--- config.mk ---
export PLATFORM = sky130hd
export DESIGN_NAME = integer_to_radix_ascii_flat
export DESIGN_NICKNAME = d
export VERILOG_FILES = /design/src/irt_pkg.sv /design/src/irt_if.sv /design/src/irt_div.sv /design/src/integer_to_radix_ascii.sv /design/src/flat_wrapper.sv
export SDC_FILE = /design/constraint.sdc
export NUM_CORES = 1
export LEC_CHECK = 0
export BUFFER_PORTS_ARGS = -buffer_cell sky130_fd_sc_hd__buf_4
export CORE_UTILIZATION = 40
export DETAILED_ROUTE_END_ITERATION = 6
export GPL_ROUTABILITY_DRIVEN = 0
export GPL_TIMING_DRIVEN = 0
export PLACE_DENSITY = 0.65
export SYNTH_ARGS = -nofsm -noshare
export SYNTH_HDL_FRONTEND = slang
export SYNTH_HIERARCHICAL = 1
export SYNTH_SLANG_ARGS = --single-unit
--- constraint.sdc ---
create_clock -name i_clk -period 8 [get_ports i_clk]
set_clock_uncertainty 0.15 [all_clocks]
set_input_delay 1.6 -clock i_clk [delete_from_list [all_inputs] [get_ports i_clk]]
set_output_delay 1.6 -clock i_clk [all_outputs]
set_load 0.02 [all_outputs]
--- src/irt_pkg.sv ---
package irt_pkg;

    localparam int VALUE_W  = 64;
    localparam int RADIX_W  = 6;
    localparam int CHAR_W   = 8;
    localparam int DIGIT_W  = 6;
    localparam int DEPTH    = 64;
    localparam int PTR_W    = 6;
    localparam int CNT_W    = 7;
    localparam int PC_W     = 3;
    localparam int DIV_BITS = 4;
    localparam int ITER_W   = 4;

    localparam logic [RADIX_W-1:0] RADIX_MIN = 6'd2;
    localparam logic [RADIX_W-1:0] RADIX_MAX = 6'd36;
    localparam logic [RADIX_W-1:0] RADIX_DEC = 6'd10;
    localparam logic [DIGIT_W-1:0] DIGIT_DEC = 6'd10;

    localparam logic [CHAR_W-1:0] CHAR_ZERO    = 8'h30;
    localparam logic [CHAR_W-1:0] CHAR_LOWER_A = 8'h61;
    localparam logic [CHAR_W-1:0] CHAR_MINUS   = 8'h2d;

    // datapath operation of one microstep
    typedef enum logic [2:0] {
        OP_NONE,
        OP_LOAD,
        OP_DIV_STEP,
        OP_STORE,
        OP_MINUS,
        OP_READ,
        OP_EMIT
    } t_op;

    // condition the step waits on before it executes
    typedef enum logic [1:0] {
        W_ALWAYS,
        W_IN_VALID,
        W_OUT_FREE
    } t_wait;

    // branch condition, otherwise fall through to pc + 1
    typedef enum logic [2:0] {
        J_NEVER,
        J_ALWAYS,
        J_DIV_MORE,
        J_MORE_DIGITS,
        J_PTR_ZERO
    } t_jump;

    typedef struct packed {
        t_op             op;
        t_wait           wait_on;
        t_jump           jump;
        logic [PC_W-1:0] target;
    } t_ucode;

    typedef struct packed {
        logic load;
        logic clear;
        logic step;
    } t_div_ctrl;

    localparam logic [PC_W-1:0] PC_LOAD  = 3'd0;
    localparam logic [PC_W-1:0] PC_DIV   = 3'd1;
    localparam logic [PC_W-1:0] PC_STORE = 3'd2;
    localparam logic [PC_W-1:0] PC_MINUS = 3'd3;
    localparam logic [PC_W-1:0] PC_READ  = 3'd4;
    localparam logic [PC_W-1:0] PC_EMIT  = 3'd5;
    localparam logic [PC_W-1:0] PC_LOOP  = 3'd6;
    localparam logic [PC_W-1:0] PC_SPARE = 3'd7;

    function automatic t_ucode ucode_rom(input logic [PC_W-1:0] pc);
        t_ucode w;
        unique case (pc)
            PC_LOAD:  w = '{OP_LOAD,     W_IN_VALID, J_NEVER,       PC_LOAD};
            PC_DIV:   w = '{OP_DIV_STEP, W_ALWAYS,   J_DIV_MORE,    PC_DIV};
            PC_STORE: w = '{OP_STORE,    W_ALWAYS,   J_MORE_DIGITS, PC_DIV};
            PC_MINUS: w = '{OP_MINUS,    W_OUT_FREE, J_NEVER,       PC_LOAD};
            PC_READ:  w = '{OP_READ,     W_ALWAYS,   J_NEVER,       PC_LOAD};
            PC_EMIT:  w = '{OP_EMIT,     W_OUT_FREE, J_PTR_ZERO,    PC_LOAD};
            PC_LOOP:  w = '{OP_NONE,     W_ALWAYS,   J_ALWAYS,      PC_READ};
            default:  w = '{OP_NONE,     W_ALWAYS,   J_ALWAYS,      PC_LOAD};
        endcase
        return w;
    endfunction

    function automatic logic [RADIX_W-1:0] clamp_radix(input logic [RADIX_W-1:0] r);
        logic [RADIX_W-1:0] c;
        if (r < RADIX_MIN) begin
            c = RADIX_MIN;
        end else if (r > RADIX_MAX) begin
            c = RADIX_MAX;
        end else begin
            c = r;
        end
        return c;
    endfunction

    function automatic logic [CHAR_W-1:0] digit_char(input logic [DIGIT_W-1:0] d);
        logic [CHAR_W-1:0] c;
        if (d < DIGIT_DEC) begin
            c = CHAR_ZERO + {2'b00, d};
        end else begin
            c = CHAR_LOWER_A + {2'b00, d - DIGIT_DEC};
        end
        return c;
    endfunction

endpackage

--- src/irt_if.sv ---
interface irt_in_if import irt_pkg::*; ();
    logic                      valid;
    logic                      ready;
    logic signed [VALUE_W-1:0] value;
    logic        [RADIX_W-1:0] radix;

    modport source (output valid, value, radix, input ready);
    modport sink   (input valid, value, radix, output ready);
endinterface

interface irt_out_if import irt_pkg::*; ();
    logic              valid;
    logic              ready;
    logic [CHAR_W-1:0] char_code;
    logic              last;

    modport source (output valid, char_code, last, input ready);
    modport sink   (input valid, char_code, last, output ready);
endinterface

--- src/irt_div.sv ---
// radix divider: restoring division, DIV_BITS quotient bits per cycle in which step is set
module irt_div import irt_pkg::*; (
    input  logic                i_clk,
    input  logic                i_rst_n,
    input  t_div_ctrl           i_ctrl,
    input  logic [VALUE_W-1:0]  i_dividend,
    input  logic [RADIX_W-1:0]  i_radix,
    output logic [VALUE_W-1:0]  o_quo,
    output logic [DIGIT_W-1:0]  o_rem,
    output logic                o_last_step
);

    logic [VALUE_W-1:0] r_quo, n_quo;
    logic [DIGIT_W-1:0] r_rem, n_rem;
    logic [RADIX_W-1:0] r_base;
    logic [ITER_W-1:0]  r_iter;

    always_comb begin
        logic [DIGIT_W:0] t;
        n_quo = r_quo;
        n_rem = r_rem;
        for (int i = 0; i < DIV_BITS; i++) begin
            t     = {n_rem, n_quo[VALUE_W-1]};
            n_quo = {n_quo[VALUE_W-2:0], 1'b0};
            if (t >= {1'b0, r_base}) begin
                t        = t - {1'b0, r_base};
                n_quo[0] = 1'b1;
            end
            n_rem = t[DIGIT_W-1:0];
        end
    end

    always_ff @(posedge i_clk) begin
        if (!i_rst_n) begin
            r_iter <= '0;
        end else if (i_ctrl.load || i_ctrl.clear) begin
            r_iter <= '0;
        end else if (i_ctrl.step) begin
            r_iter <= r_iter + 1'b1;
        end
    end

    always_ff @(posedge i_clk) begin
        if (i_ctrl.load) begin
            r_quo  <= i_dividend;
            r_rem  <= '0;
            r_base <= clamp_radix(i_radix);
        end else if (i_ctrl.clear) begin
            r_rem  <= '0;
        end else if (i_ctrl.step) begin
            r_quo  <= n_quo;
            r_rem  <= n_rem;
        end
    end

    assign o_quo       = r_quo;
    assign o_rem       = r_rem;
    assign o_last_step = (r_iter == ITER_W'(VALUE_W / DIV_BITS - 1));

endmodule

--- src/integer_to_radix_ascii.sv ---
// Integer to radix ASCII converter. One request on i_in carries a signed 64-bit
// value and a radix (0 and 1 act as 2, 37..63 act as 36); the block answers with
// the digits most significant first, one character per request on o_out, 'last'
// set on the final one. Digits above 9 are lowercase letters. A '-' leads only
// for a negative value in radix 10; in every other radix a negative value prints
// as its unsigned 64-bit pattern. One number is converted at a time: i_in.ready
// is high only while the sequencer waits for a new number. Each digit takes a
// pass of the divider, restoring steps of 4 quotient bits across the 64-bit
// value, then a store into the digit memory; each character is then read back
// from that memory and emitted. Radix 10 needs at most 19 digits, radix 2 up
// to 64 for a full 64-bit pattern.
module integer_to_radix_ascii import irt_pkg::*; (
    input  logic      i_clk,
    input  logic      i_rst_n,
    irt_in_if.sink    i_in,
    irt_out_if.source o_out
);

    // microsequencer
    logic [PC_W-1:0] r_pc, n_pc;
    t_ucode          uw;
    logic            go;
    logic            take;

    // datapath
    t_div_ctrl          div_ctrl;
    logic [VALUE_W-1:0] div_quo;
    logic [DIGIT_W-1:0] div_rem;
    logic               div_last;

    logic [CNT_W-1:0]   r_count;
    logic [PTR_W-1:0]   r_ptr;
    logic               r_minus;
    logic [DIGIT_W-1:0] r_rd;
    logic [DIGIT_W-1:0] r_mem [DEPTH];

    logic               r_out_valid;
    logic [CHAR_W-1:0]  r_char;
    logic               r_last;
    logic               out_free;

    logic               in_minus;
    logic [VALUE_W-1:0] in_mag;

    assign uw       = ucode_rom(r_pc);
    assign out_free = !r_out_valid || o_out.ready;

    // a negative value only gets sign-magnitude treatment in decimal
    assign in_minus = (clamp_radix(i_in.radix) == RADIX_DEC) && i_in.value[VALUE_W-1];
    assign in_mag   = in_minus ? VALUE_W'(-i_in.value) : VALUE_W'(i_in.value);

    always_comb begin
        unique case (uw.wait_on)
            W_IN_VALID: go = i_in.valid;
            W_OUT_FREE: go = out_free;
            default:    go = 1'b1;
        endcase

        unique case (uw.jump)
            J_ALWAYS:      take = 1'b1;
            J_DIV_MORE:    take = !div_last;
            // keep dividing until the quotient is gone or the store is full
            J_MORE_DIGITS: take = (div_quo != '0) && (r_count != CNT_W'(DEPTH - 1));
            J_PTR_ZERO:    take = (r_ptr == '0);
            default:       take = 1'b0;
        endcase

        if (!go) begin
            n_pc = r_pc;
        end else if (take) begin
            n_pc = uw.target;
        end else begin
            n_pc = r_pc + 1'b1;
        end

        div_ctrl.load  = go && (uw.op == OP_LOAD);
        div_ctrl.step  = go && (uw.op == OP_DIV_STEP);
        div_ctrl.clear = go && (uw.op == OP_STORE);
    end

    always_ff @(posedge i_clk) begin
        if (!i_rst_n) begin
            r_pc <= PC_LOAD;
        end else begin
            r_pc <= n_pc;
        end
    end

    irt_div u_div (
        .i_clk       (i_clk),
        .i_rst_n     (i_rst_n),
        .i_ctrl      (div_ctrl),
        .i_dividend  (in_mag),
        .i_radix     (i_in.radix),
        .o_quo       (div_quo),
        .o_rem       (div_rem),
        .o_last_step (div_last)
    );

    assign i_in.ready = (uw.op == OP_LOAD);

    // digit count, readback pointer and sign flag
    always_ff @(posedge i_clk) begin
        if (!i_rst_n) begin
            r_count <= '0;
            r_ptr   <= '0;
            r_minus <= 1'b0;
        end else if (go) begin
            case (uw.op)
                OP_LOAD: begin
                    r_count <= '0;
                    r_minus <= in_minus;
                end
                OP_STORE: r_count <= r_count + 1'b1;
                OP_MINUS: r_ptr   <= PTR_W'(r_count - 1'b1);
                OP_EMIT:  r_ptr   <= r_ptr - 1'b1;
                default: ;
            endcase
        end
    end

    // digit memory, least significant digit first
    always_ff @(posedge i_clk) begin
        if (go && (uw.op == OP_STORE)) begin
            r_mem[r_count[PTR_W-1:0]] <= div_rem;
        end
        if (go && (uw.op == OP_READ)) begin
            r_rd <= r_mem[r_ptr];
        end
    end

    // output register: holds a character while the sequencer moves on
    always_ff @(posedge i_clk) begin
        if (!i_rst_n) begin
            r_out_valid <= 1'b0;
        end else if (go && (uw.op == OP_EMIT)) begin
            r_out_valid <= 1'b1;
        end else if (go && (uw.op == OP_MINUS) && r_minus) begin
            r_out_valid <= 1'b1;
        end else if (o_out.ready) begin
            r_out_valid <= 1'b0;
        end
    end

    always_ff @(posedge i_clk) begin
        if (go && (uw.op == OP_EMIT)) begin
            r_char <= digit_char(r_rd);
            r_last <= (r_ptr == '0);
        end else if (go && (uw.op == OP_MINUS)) begin
            r_char <= CHAR_MINUS;
            r_last <= 1'b0;
        end
    end

    assign o_out.valid     = r_out_valid;
    assign o_out.char_code = r_char;
    assign o_out.last      = r_last;

endmodule

--- src/flat_wrapper.sv ---
// flat-port wrapper written by rule: the top's interface ports become plain ports
module integer_to_radix_ascii_flat import irt_pkg::*;
  (i_clk, i_rst_n, i_in_valid, i_in_value, i_in_radix, i_in_ready, o_out_valid, o_out_char_code, o_out_last, o_out_ready);
  irt_in_if i_in_i ();
  irt_out_if o_out_i ();
  input  logic i_clk;
  input  logic i_rst_n;
  input wire logic [$bits(i_in_i.valid)-1:0] i_in_valid;
  input wire logic [$bits(i_in_i.value)-1:0] i_in_value;
  input wire logic [$bits(i_in_i.radix)-1:0] i_in_radix;
  output wire logic [$bits(i_in_i.ready)-1:0] i_in_ready;
  output wire logic [$bits(o_out_i.valid)-1:0] o_out_valid;
  output wire logic [$bits(o_out_i.char_code)-1:0] o_out_char_code;
  output wire logic [$bits(o_out_i.last)-1:0] o_out_last;
  input wire logic [$bits(o_out_i.ready)-1:0] o_out_ready;
  assign i_in_i.valid = i_in_valid;
  assign i_in_i.value = i_in_value;
  assign i_in_i.radix = i_in_radix;
  assign i_in_ready = i_in_i.ready;
  assign o_out_valid = o_out_i.valid;
  assign o_out_char_code = o_out_i.char_code;
  assign o_out_last = o_out_i.last;
  assign o_out_i.ready = o_out_ready;
  integer_to_radix_ascii u_core (.i_clk(i_clk), .i_rst_n(i_rst_n), .i_in(i_in_i), .o_out(o_out_i));
endmodule
==> results.tsv, run 1 <==
metric	value	unit
worstMarginPinSlew	1110	ps
antenna_found_initial	0	
synth_area_leader_cell	edfxtp_1	
synth.area.top_cells	edfxtp_1, mux4_2, mux2_2	
synth_edf_count	469	
use_met3	0.02832	
synth_commonest_cells	edfxtp_1, nor2_1, mux4_2, mux2_2, nand2_1	
hold_viol_final	0	
synth_most_common_cell	edfxtp_1	
crit_path_end_kind	flip-flop	
nNetsFinal	1901	
grt_use_met1	0.2895	
critPathTopFamily	compound AO/OA/AOI/OAI gates	
arrival	7950	ps
grt_pass1_vias	15010	
cts_tree	yes	
clockBufferDepth	3	
path_clk_slew	60	ps
synth_warnings	6	
grt_first_pass_wirelength	94010	um
initialDrtViolationCount	1837	
portBuffers	83	
pre_cts_slack	-1511	ps
grt.total_usage	0.2097	
grt_max_degree	46	
cp_max_fo	19	
startpoint_type	flip-flop	
irDropWorstVdd	673.3	uV
synth.distinct_cells	78	
place_hpwl	41670	um
cts_sinks	497	
async_flop_share	0	
relSlewSlack	0.2602	
core.rowCount	88	
slowest_stage	dfxtp_4	
seqPwrFrac	0.316	
wire_per_inst	24.18	um
grt_overflow	0	
startpoint	u_core/u_div/o_rem[3]	
clkPwrFrac	0.211	
synth_seq_cells	497	
drc	0	
min-delay-start	u_core/u_div/r_iter[3]	
critPathRequiredTime	8290	ps
internal_power	0.007290	W
holdCritPathClass	flip-flop to flip-flop	
cts_root_buf	clkbuf_16	
ioPinCount	85	
path_buf_inv	5	
worstReg2RegStart	u_core/u_div/o_rem[3]	
ys.flop_type	edfxtp_1	
period_minus_slack	7660	ps
synth.avg_cell_area	14.63	um2
syn-num-nets	1736	
area_growth	15.66	%
slowest_delay	500	ps
synth_seq_area_share	0.6188	
finalWorstSetupSlack	340.4	ps
start_util	0.4078	
p_leak	8.983	nW
setup_viol	0	
clk_latency	600	ps
die_w	245.2	um
power.density	409.7	mW/mm2
combPwrFrac	0.473	
die_y	245.2	um
numCtsBuffers	49	
dr_total_vias	15120	
routed_wl	62600	um
maxCapViolCount	0	
diodes	0	
yosysTopAreaCellShare	0.5951	
post-route-period-util	0.9575	
dieArea	0.06014	mm2
htreeDepth	2	
maxSlewViolCount	0	
power_switching	0.003924	W
sw_frac_of_total	0.3499	
grt-busiest-layer	met2	
drive_above_1_share	0.2363	
cpMostUsedCell	o21ai_1	
fmaxAchievable	130.6	MHz
synth_area	0.02367	mm2
worstSetupPathType	flip-flop to flip-flop	
dr.pass1.iters	6	
dpl-instance-area	0.02529	mm2
core-area	0.05803	mm2
final_area	0.02737	mm2
routed_via_density	5.839	
grt_util_met2	0.3445	
synth_cells	1618	
drtAntennaViolNets	0	
run_status	finished, final reports clean	
[sequential cells by signal, indices dropped and copies added (netlist names)]
name / cells
u_core/r_rd: 6
u_core/o_out.valid: 1
u_core/o_out.char_code: 8
u_core/u_div/r_base: 6
u_core/r_minus: 1
u_core/r_count: 7
u_core/r_ptr: 6
u_core/o_out.last: 1
u_core/r_mem: 384
u_core/u_div/r_iter: 4
u_core/r_pc: 3
u_core/u_div/o_quo: 64
u_core/u_div/o_rem: 6
[power by group through the flow]
stage / logic (W) / clock network [W] / registers, W
2_1_floorplan: 0.00326 / 0 / 0.00356
3_3_place_gp: 0.00410 / 0 / 0.00368
3_5_place_dp: 0.00421 / 0 / 0.00366
4_1_cts: 0.00465 / 0.00241 / 0.00354
5_1_grt: 0.00576 / 0.00249 / 0.00357
6_report: 0.00530 / 0.00237 / 0.00354
[tightest hold or removal path, stage by stage, from the launching register on]
cell and delay, ps:
dfxtp_1 340, xor2_1 70, nor2_1 70
[timing repair]
action	CTS	global route
hold endpoints to repair	0	0
gates resized for setup	14	16
setup buffers	15	13
hold buffers	0	0
pin swaps	3	7
endpoints found under the setup margin	7	7
gates cloned	0	1
[metal layers]
metal,part of all wire,wire length [um],up-vias
li1,-,-,6709
met4,0.028,1765,0
met3,0.079,4932,112
met2,0.48,29920,661
met5,0,0,-
met1,0.41,25980,7635
[layout by cell type, fill, tap and decap left out, types with 7 or more instances in the layout]
master / n
a21oi_1: 49
o31ai_1: 13
nor2b_1: 14
nor4_1: 29
or3_1: 14
nand3b_1: 10
nand4_1: 15
buf_1: 20
edfxtp_1: 469
mux4_2: 90
mux2_2: 75
nor2_1: 137
dfxtp_1: 22
o211ai_1: 11
xor2_1: 24
clkbuf_16: 49
o21ai_0: 39
a211oi_1: 7
nand2_1: 70
nand2b_1: 18
buf_2: 13
clkinv_2: 13
nand3_1: 25
buf_4: 99
mux2i_1: 49
o221ai_1: 24
a21o_1: 7
clkbuf_1: 55
a31oi_1: 9
buf_12: 8
inv_1: 39
and3_1: 7
bufinv_16: 7
ha_1: 37
o31ai_2: 8
nor3_1: 35
clkinv_1: 7
xnor2_1: 52
[through the flow]
stage | std cells | setup TNS (ps) | hold WS, ps | total power [W] | utilization
final | 2589 | 0 | 362.0 | 0.01121 | 0.4717
after global routing | 2589 | -61.32 | 398.5 | 0.01182 | 0.4717
after CTS | 2575 | 0 | 374.3 | 0.01060 | 0.4689
after detailed placement | 2468 | -9707 | 358.6 | 0.007865 | 0.4359
after global placement | 2466 | -9752 | 334.5 | 0.007775 | 0.4352
after floorplan | 1618 | 0 | 307.1 | 0.006817 | -
[worst paths after layout]
| check | slack, ps | cells after the start | endpoint |
|---|---|---|---|
| setup / recovery | 340 | 36 | u_core/u_div/o_rem[3] |
| hold / removal | 360 | 2 | u_core/u_div/r_iter[3] |
| setup reg to reg | 340 | 36 | u_core/u_div/o_rem[3] |
| hold reg to reg | 360 | 2 | u_core/u_div/r_iter[3] |
[cells by family (layout without fill, tap and decap cells)]
logic type	Yosys count	in the layout	share of synthesized area
flops	497	497	0.6188
simple gates	412	412	0.08750
compound gates	238	238	0.07259
mux	220	220	0.1451
buf+inv	130	336	0.02295
xor+xnor	76	76	0.02813
fa+ha+maj	45	45	0.02496
[layout make-up]
| type | instances | area [um2] |
|---|---|---|
| Buffer | 87 | 394.1 |
| Timing Repair Buffer | 114 | 985.9 |
| Sequential cell | 497 | 14660 |
| Fill cell | 4924 | 30650 |
| Clock buffer | 55 | 1249 |
| Multi-Input combinational cell | 991 | 8541 |
| Clock inverter | 37 | 419.2 |
| Inverter | 43 | 161.4 |
| Tap cell | 765 | 957.2 |
No activity file was read; power rests on OpenSTA's default activity.
==> inputs of run 2 (changes only) <==
Settings changed: PLACE_DENSITY 0.65 to 0.63, RECOVER_POWER from default to 100.
Clock period 8 ns to 9.2 ns, I/O delays scaled along.
==> run 2 against run 1 <==
  * The flow now finishes with violations (capacitance limit, slew limit)
  * Maximum frequency shrank 11%
  * Global-route usage shrank 0.81 points
  * Combinational power shrank 25%
  * Die area is the same
  * First-iteration DRC count shrank 13%
  * Clock power shrank 11%
  * Critical path depth shrank 2
  * Via count shrank 1.3%
  * Worst hold slack gained 4.9 ps
  * Critical path type unchanged
  * Critical endpoint is now u_core/u_div/o_rem[0]
  * Largest power group unchanged
  * Highest routed layer unchanged
==> results.tsv, run 2 (synthesis gave the netlist of run 1 again) <==
metric	value	unit	change
slowest_stage	dfxtp_1		was dfxtp_4
area_growth	14.10	%	was 15.66%
grt_first_pass_wirelength	89890	um	was 94010 um
seqCellArea	0.01465	mm2	was 0.01466 mm2
p_leak	8.793	nW	was 8.983 nW
power.density	340.7	mW/mm2	was 409.7 mW/mm2
run_status	finished, violations left		was finished, final reports clean
cts_root_buf	clkbuf_16		unchanged
drive_above_1_share	0.2029		was 0.2363
maxCapViolCount	4		was 0
final_common_cell	edfxtp_1		unchanged
wire_per_inst	23.63	um	was 24.18 um
core-area	0.05803	mm2	unchanged
initialDrtViolationCount	1598		was 1837
drtAntennaViolNets	0		unchanged
grt_max_degree	57		was 46
final_area	0.02700	mm2	was 0.02737 mm2
core.rowCount	88		unchanged
cts_tree	yes		unchanged
clockBufferDepth	3		unchanged
relSlewSlack	-0.6027		was 0.2602
portBuffers	83		unchanged
ioPinCount	85		unchanged
htreeDepth	2		unchanged
nNetsFinal	1884		was 1901
regToRegSetupSlack	620	ps	was 340 ps
pre_cts_slack	245.7	ps	was -1511 ps
finalHoldWorstSlack	367.0	ps	was 362.0 ps
startpoint_type	flip-flop		unchanged
grt_pass1_vias	14500		was 15010
cts_sinks	497		unchanged
start_util	0.4078		unchanged
path_clk_slew	70	ps	was 60 ps
rsz0062_at_grt	false		
holdCritPathClass	flip-flop to flip-flop		unchanged
final_cell_mix	edfxtp_1, nor2_1, mux4_2		was edfxtp_1, nor2_1, buf_4
grt_overflow	0		unchanged
arrival	8930	ps	was 7950 ps
stdcell_count	2574		was 2589
dp_cells	2473		was 2468
fmaxAchievable	116.6	MHz	was 130.6 MHz
numCtsBuffers	51		was 49
violations	capacitance limit, slew limit		
drc	0		unchanged
die_y	245.2	um	unchanged
clk_latency	610	ps	was 600 ps
cts_hold_buf	0		unchanged
crit_path_end_kind	flip-flop		unchanged
irDropWorstVdd	681.0	uV	was 673.3 uV
grt.total_usage	0.2017		was 0.2097
utilization	0.4653		was 0.4717
routed_via_density	5.800		was 5.839
largest_reg_flops	384		unchanged
die_w	245.2	um	unchanged
slowest_delay	750	ps	was 500 ps
finalWorstSetupSlack	622.7	ps	was 340.4 ps
dieArea	0.06014	mm2	unchanged
critPathRequiredTime	9550	ps	was 8290 ps
worstMarginPinSlew	2404	ps	was 1110 ps
period_minus_slack	8577	ps	was 7660 ps
post-route-period-util	0.9323		was 0.9575
maxSlewViolCount	200		was 0
multi_input_area	0.008461	mm2	was 0.008541 mm2
diodes	0		unchanged
hold_viol_final	0		unchanged
fill_cells	5012		was 4924
routed_wl	60820	um	was 62600 um
worstSetupPathType	flip-flop to flip-flop		unchanged
antenna_found_initial	0		unchanged
dr.pass1.iters	5		was 6
dr_total_vias	14930		was 15120
place_hpwl	43040	um	was 41670 um
cp_max_fo	16		was 19
dpl-instance-area	0.02539	mm2	was 0.02529 mm2
setup_viol	0		unchanged
-- run 2: layer usage --
layer / vias up / part of all wire / track usage
li1: 6685 / - / -
met2: 633 / 0.47 / 0.3275
met1: 7493 / 0.43 / 0.2800
met5: - / 0 / 0
met3: 117 / 0.070 / 0.02285
met4: 0 / 0.032 / 0.07077
-- run 2: repair_timing --
item | CTS | global route
hold endpoints to repair | 0 | 0
setup buffers | 0 | 5
resized for setup | 0 | 2
endpoints found under the setup margin | 0 | 7
-- run 2: metrics by stage --
step | setup TNS (ps) | total power (W)
after detailed placement | 0 | 0.006852
after global placement | -5992 | 0.006773
final | 0 | 0.009200
after global routing | 0 | 0.009698
after CTS | 0 | 0.008971
after floorplan | 0 | 0.005929
-- run 2: worst max-delay path: cells and delay by family (launching register included) --
| family | cells | cell delay (ps) |
|---|---|---|
| multiplexers | 4 | 1420 |
| buffers and inverters | 5 | 930 |
| adder cells (fa/ha/maj) | 4 | 1310 |
| AND/OR/NAND/NOR | 3 | 540 |
| AO/OA/AOI/OAI | 18 | 3390 |
| flip-flops | 1 | 750 |
-- run 2: area by class of cell --
| class | count | area share |
|---|---|---|
| inverters | 43 | 0.005977 |
| clock inverters | 34 | 0.01390 |
| plain buffers | 87 | 0.01325 |
| well taps | 765 | 0.03545 |
| flip-flops and latches | 497 | 0.5426 |
| multi-input cells | 991 | 0.3133 |
| clock buffers | 62 | 0.05032 |
| repair buffers | 95 | 0.02516 |
-- run 2: final timing paths --
kind                               start                      to  cells after the start
hold / removal    u_core/u_div/r_iter[3]  u_core/u_div/r_iter[3]                      2
hold reg to reg   u_core/u_div/r_iter[3]  u_core/u_div/r_iter[3]                      2
setup reg to reg   u_core/u_div/o_rem[4]   u_core/u_div/o_rem[0]                     34
setup / recovery   u_core/u_div/o_rem[4]   u_core/u_div/o_rem[0]                     34
-- run 2: power by group --
group,switching [W],leakage [nW],internal (W)
sequential,0.000158,4.76,0.00294
combinational,0.00214,3.20,0.00185
clock,0.000879,0.836,0.00123
total,0.00318,8.79,0.00602
